$ cat src/rtl/matrix_vector_multiply_fixed_unit_assert.svh
// ----------------------------------------------------------------------------
// Assertion macros for the matrix-vector multiply unit
// Clocked on clk, disabled while rst is high.
// ----------------------------------------------------------------------------
`ifndef MATRIX_VECTOR_MULTIPLY_FIXED_UNIT_ASSERT_SVH
`define MATRIX_VECTOR_MULTIPLY_FIXED_UNIT_ASSERT_SVH

// consequent must hold in the same cycle as the antecedent
`define MVM_ASSERT_SAME(lbl, ante, cons, msg) \
  lbl: assert property (@(posedge clk) disable iff (rst) (ante) |-> (cons)) \
    else $error(msg);

// consequent must hold in the cycle after the antecedent
`define MVM_ASSERT_NEXT(lbl, ante, cons, msg) \
  lbl: assert property (@(posedge clk) disable iff (rst) (ante) |=> (cons)) \
    else $error(msg);

`endif

$ cat src/rtl/mvm_pkg.sv
// ----------------------------------------------------------------------------
// mvm_pkg
// Types and constants shared by the matrix-vector multiply unit.
// ----------------------------------------------------------------------------
package mvm_pkg;

  localparam int MAX_COLS  = 256;
  localparam int MAX_ROWS  = 4096;
  localparam int ELEM_W    = 16;
  localparam int COL_W     = 8;
  localparam int ROW_W     = 12;
  localparam int ROWS_CFG_W = 13;
  localparam int COLS_CFG_W = 9;
  localparam int PROD_W    = 2 * ELEM_W;
  localparam int ACC_W     = 40;

  // request kinds
  localparam logic REQ_LOAD   = 1'b0;
  localparam logic REQ_MATRIX = 1'b1;

  // configuration register indexes
  localparam logic CFG_ROWS_IN_USE = 1'b0;
  localparam logic CFG_COLS_IN_USE = 1'b1;

  typedef struct packed {
    logic                     req_type;
    logic [COL_W-1:0]         elem_index;
    logic signed [ELEM_W-1:0] elem_value;
  } in_item_t;

  typedef struct packed {
    logic [ROW_W-1:0]        row_index;
    logic signed [ACC_W-1:0] row_sum;
    logic                    last_row;
  } out_item_t;

  // matrix element leaving the memory read stage
  typedef struct packed {
    logic                     valid;
    logic                     row_done;
    logic [ROW_W-1:0]         row_index;
    logic                     last_row;
    logic signed [ELEM_W-1:0] elem_value;
  } mvm_stage_t;

endpackage

$ cat src/rtl/mvm_accum.sv
// ----------------------------------------------------------------------------
// mvm_accum
// Product register, row accumulator and output register with valid/stall.
// ----------------------------------------------------------------------------
`include "matrix_vector_multiply_fixed_unit_assert.svh"

module mvm_accum
  import mvm_pkg::*;
(
  input  logic                     clk,
  input  logic                     rst,
  input  mvm_stage_t               stage,
  input  logic signed [ELEM_W-1:0] vec_value,
  output logic                     take,
  output logic                     out_valid,
  input  logic                     out_stall,
  output out_item_t                out_item
);

  logic                     prod_valid;
  logic signed [PROD_W-1:0] prod;
  logic                     prod_done;
  logic [ROW_W-1:0]         prod_row;
  logic                     prod_last;
  logic signed [ACC_W-1:0]  acc;
  logic signed [ACC_W-1:0]  acc_next;
  logic                     out_free;
  logic                     adv_prod;
  logic                     adv_stage;

  // handshake between stages
  assign out_free  = !out_valid || !out_stall;
  assign adv_prod  = prod_valid && (!prod_done || out_free);
  assign take      = !prod_valid || adv_prod;
  assign adv_stage = stage.valid && take;

  // running sum including the product in flight
  assign acc_next = acc + ACC_W'(prod);

  // multiply stage
  always_ff @(posedge clk) begin
    if (rst) begin
      prod_valid <= 1'b0;
    end else if (adv_stage) begin
      prod_valid <= 1'b1;
    end else if (adv_prod) begin
      prod_valid <= 1'b0;
    end
    if (adv_stage) begin
      prod      <= stage.elem_value * vec_value;
      prod_done <= stage.row_done;
      prod_row  <= stage.row_index;
      prod_last <= stage.last_row;
    end
  end

  // accumulate, hand finished rows to the output register
  always_ff @(posedge clk) begin
    if (rst) begin
      acc       <= '0;
      out_valid <= 1'b0;
    end else begin
      if (adv_prod) begin
        acc <= prod_done ? '0 : acc_next;
      end
      if (adv_prod && prod_done) begin
        out_valid <= 1'b1;
      end else if (!out_stall) begin
        out_valid <= 1'b0;
      end
    end
    if (adv_prod && prod_done) begin
      out_item.row_index <= prod_row;
      out_item.row_sum   <= acc_next;
      out_item.last_row  <= prod_last;
    end
  end

  // accumulator restarts after every row
  `MVM_ASSERT_NEXT(a_acc_clear, adv_prod && prod_done, acc == '0, "row accumulator not cleared")
  // a result appears only from a finished row
  `MVM_ASSERT_SAME(a_out_src, $rose(out_valid), $past(adv_prod && prod_done),
                   "result without a finished row")
  // a finished row waits while the output is blocked
  `MVM_ASSERT_NEXT(a_row_hold, prod_valid && prod_done && out_valid && out_stall,
                   prod_valid && prod_done, "finished row lost while output stalled")

endmodule

$ cat config.mk
export PLATFORM = sky130hd
export DESIGN_NAME = mvm_accum
export DESIGN_NICKNAME = d
export VERILOG_FILES = /design/src/rtl/mvm_pkg.sv /design/src/rtl/mvm_accum.sv
export VERILOG_INCLUDE_DIRS = /design/src /design/src/rtl
export SDC_FILE = /design/constraint.sdc
export NUM_CORES = 1
export LEC_CHECK = 0
export ABC_AREA = 1
export BUFFER_PORTS_ARGS = -buffer_cell sky130_fd_sc_hd__buf_2
export CORE_MARGIN = 4
export CORE_UTILIZATION = 40
export CTS_CLUSTER_SIZE = 8
export DETAILED_ROUTE_END_ITERATION = 12
export PLACE_DENSITY_LB_ADDON = 0.15
export SYNTH_ARGS = -nofsm -noshare
export SYNTH_HDL_FRONTEND = slang
export SYNTH_SLANG_ARGS = --single-unit
$ cat constraint.sdc
create_clock -name clk -period 10.4 [get_ports clk]
set_input_delay 0.52 -clock clk [delete_from_list [all_inputs] [get_ports clk]]
set_output_delay 0.52 -clock clk [all_outputs]
set_load 0.05 [all_outputs]
Word-level counts from Yosys, hierarchy flattened
Cells that the tools add are included.
Operators by class
  add/sub/neg operators: 1
  $mul: 1
  div/mod/pow operators: 0
  magnitude comparators: 0
  equal/unequal tests: 1
  shift-type cells: 0
  multiplexer cells: 5
  bitwise operators: 0
  reduce and logical (&&, ||, !) cells: 11
Operators by type and width (count)
  $add A40 B32 Y40: 1
  $mux W40: 1
  $mul A16 B16 Y32: 1
  $logic_not A1 Y1: 4
  $mux W1: 4
  $logic_and A1 B1 Y1: 3
  $logic_or A1 B1 Y1: 3
  $ne A2 B1 Y1 const B: 1
  $reduce_bool A2 Y1: 1
Storage, ports and cells
  register bits: 141
  bits in latches: 0
  bits in writable memories: 0
  memory bits (read-only): 0
  input bits: 50
  memories kept: 0

Depth between registers and ports, before layout
  word-level depth: 7
  mapped depth: 26

Least setup slack after synthesis
Ideal clock, no wire load.
  path kind: in2reg
  from: input vec_value[5]
  to: register prod[31] (data pin)
  library setup time: 0.253 ns
  arrival time: 5.614 ns
  slack: 4.533 ns
  cell stages on the path: 20
  cell sequence: clkbuf_1 -> clkbuf_1 -> nand2_1 -> fa_1 -> inv_1 -> fa_1 -> inv_1 -> fa_1 -> fa_1 -> fa_1 -> fa_1 -> inv_1 -> ha_1 -> nand2_1 -> nor3_1 -> nand2_1 -> or2_0 -> and2_0 -> nand3_1 -> nand2_1
Between the ends
  cells in the longest elaborated chain, start to end: 1
RTL lines
  start, declared: line mvm_accum.sv:13  | input logic signed [ELEM_W-1:0] vec_value,
  $mul A16 B16 Y32: line mvm_accum.sv:50  | prod <= stage.elem_value * vec_value;
  end signal, assigned: line mvm_accum.sv:50
  end, declared: line mvm_accum.sv:21  | logic signed [PROD_W-1:0] prod;
No other way between the ends.
A chain may end at the register's enable or synchronous reset.

Worst setup path after layout
  from: input vec_value[1]
  to: register prod[31] (data pin)
The elaborated chain is that of the path after synthesis.

==> key figures <==
Run status
  – Outcome: complete, no violations

Timing
  – Clock period minus final worst setup slack: about 5.9 ns
  – Max-slew headroom: 0.2433
  – Clock Skew: about 0.0081 ns
  – Worst-margin pin slew: 1.133 ns
  – Top achievable clock speed: 169.9 MHz
  – RSZ-0062 raised after global routing: false
  – Period utilization: 0.5659
  – Slew Limit Fails: 0
  – Final setup fails: 0
  – Fin. Hold Viols: 0
  – Final TNS setup: 0 ns

GRT
  – GR Overflow Total: 0
  – Initial antenna violation count: 0
  – Vias in the first global route: about 15000
  – GR Util All Layers: 0.2004
  – Largest net degree at the start of global routing: 55
  – First-pass GRT wire length: between 70 and 80 mm

Clock tree
  – Clk root buf: clkbuf_16
  – CTS tree: done
  – Post-CTS Hold Buffers: 0
  – H-tree Lvls: 4
  – # clock sinks: 141
  – Post-CTS sizing: 0
  – Reg clk slew, reported paths: 0.06 ns
  – Total CTS buffers: 17
  – Maximum root-to-sink buffer count: 2
  – Post-CTS Setup Bufs: 0
  – Clock latency on the worst-skew pair: 0.44 ns

Drt
  – Initial drt markers: 807
  – Drt wl/cell: 16.13 um
  – Final wirelength: between 40 and 50 mm
  – Number of routed nets with antenna violations: 0
  – DR vias/cell: between 4 and 5
  – Remaining DRCs: 0
  – Routed vias: 14117
  – Drt first pass iters: 5

Synth
  – Top area cells in the synthesized netlist: fa_1, edfxtp_1, nand2_1, inv_1, ha_1
  – Most frequent cell after synthesis: nand2_1
  – Post-synth EDFFs: 99
  – Fraction of registers with async set/reset: 0
  – Most used flip-flop cell after synthesis: edfxtp_1
  – Ys Warns: 0
  – Cell Area, Synth: about 0.018 mm^2
  – Mean cell area of the mapped netlist: roughly 7.9 um^2
  – #FFs+latches synth: 141
  – List of most frequent post-synthesis cells: nand2_1, inv_1, fa_1
  – Area leader, netlist: fa_1
  – Post-synth net total: 2731
  – Share of the synthesized area in the top cell type: 0.2894
  – Register area share after synthesis: 0.2096
  – Synth unique cells: 46
  – Cells after synthesis: 2297

Die
  – Core ar.: between 0.04 and 0.05 mm^2
  – FP Rows: 77
  – DIE AREA: between 0.04 and 0.05 mm^2
  – Die Span Y: ~220 um
  – Initial Utilization: 0.4079
  – Ports: ~110
  – Die width: 221.3 um

Placed design
  – Cell Area, Placed: between 0.015 and 0.02 mm^2
  – IO buf count: 104
  – Post-Place Cells: 2924
  – Half-perimeter wire length after placement: 39.38 mm
  – Global placer's final weighted congestion: 0.9264

Worst setup path
  – Worst Path Required: 10.59 ns
  – FF-to-FF Start: prod[0]$_DFFE_PP_
  – Worst Setup SP: vec_value[1]
  – CP Capture Type: flip-flop
  – WP data arrival: 6.08 ns
  – Crit path kind: in -> reg
  – Startpoint types: input port
  – Maximum fanout along the worst path: 16

Hold path
  – Worst hold path type: in -> reg
  – HP Start: stage[22]

Job
  – Max cap viols: 0

Layout
  – Final Instance Area: 0.01980 mm^2
  – Final core utilization: 0.4439
  – Layout cells sized above 1: 0.08503
  – Area growth syn-to-layout: 8.844%
  – Antenna cells: 0
  – Post-Layout Cell Count: 2956
  – Final net count: 2785
-- cell families (layout without fill, tap and decap cells) --
logic type,after synthesis,after routing,synth area share
buf+inv,651,718,0.1346
simple gates,932,932,0.2167
compound gates,141,141,0.04174
flops,141,141,0.2096
xor+xnor,48,48,0.02476
fa+ha+maj,384,384,0.3726
-- cells in the final DEF (no fill, tap or decap), drive strengths merged, types with 42 or more instances in the layout --
master	count
nand2	675
inv	585
fa	263
ha	121
nor2	114
buf	107
a21oi	101
edfxtp	99
nand3	62
dfxtp	42
-- final timing paths --
| check | end | cells after the start | slack, ns |
|---|---|---|---|
| hold / removal | prod_row[5]$_DFFE_PP_ | 1 | 0.26 |
| setup / recovery | prod[31]$_DFFE_PP_ | 19 | 4.51 |
| setup reg to reg | out_item[23]$_DFFE_PP_ | 11 | 7.74 |
| hold reg to reg | out_item[42]$_DFFE_PP_ | 0 | 0.42 |
-- per-layer routing --
layer,vias up,track usage,share of wire
met5,-,0,0
met4,0,0.06644,0.027
met3,84,0.02438,0.037
met2,289,0.3515,0.49
met1,6842,0.2584,0.44
li1,6902,-,-
-- registers in the layout (all words and copies together) (netlist names) --
name / flops
out_item: 53
acc: 40
prod: 32
prod_row: 12
out_valid: 1
prod_done: 1
prod_last: 1
prod_valid: 1
-- stage by stage --
| stage | setup slack, ns | hold WS, ns |
|---|---|---|
| finish | 4.515 | 0.2556 |
| global placement | 4.120 | 0.4007 |
| CTS | 4.523 | 0.2274 |
| global route | 4.171 | 0.2301 |
| floorplan | 4.533 | 0.4003 |
| detailed placement | 4.059 | 0.4079 |
-- cell type report --
class	instances	area, um^2
clock buffers	17	425.4
clock inverters	15	161.4
fillers	4561	24800
inverters	579	2173
multi-input cells	1505	11950
flip-flops and latches	141	3814
well taps	592	740.7
repair buffers	107	543.0
-- worst max-delay path, cell delays in order --
cell	delay, ns
buf_2	0.34
nand2_1	0.17
inv_1	0.15
fa_1	0.56
fa_1	0.86
inv_1	0.15
fa_1	0.51
fa_1	0.56
fa_1	0.42
fa_1	0.49
inv_1	0.04
ha_1	0.35
nand2_1	0.11
nor3_1	0.24
nand2_1	0.11
or2_0	0.22
and2_0	0.15
nand3_1	0.08
nand2_1	0.05
Power is not shown: default switching activity piles up to over one toggle a cycle in this logic, so the estimate is an artifact.
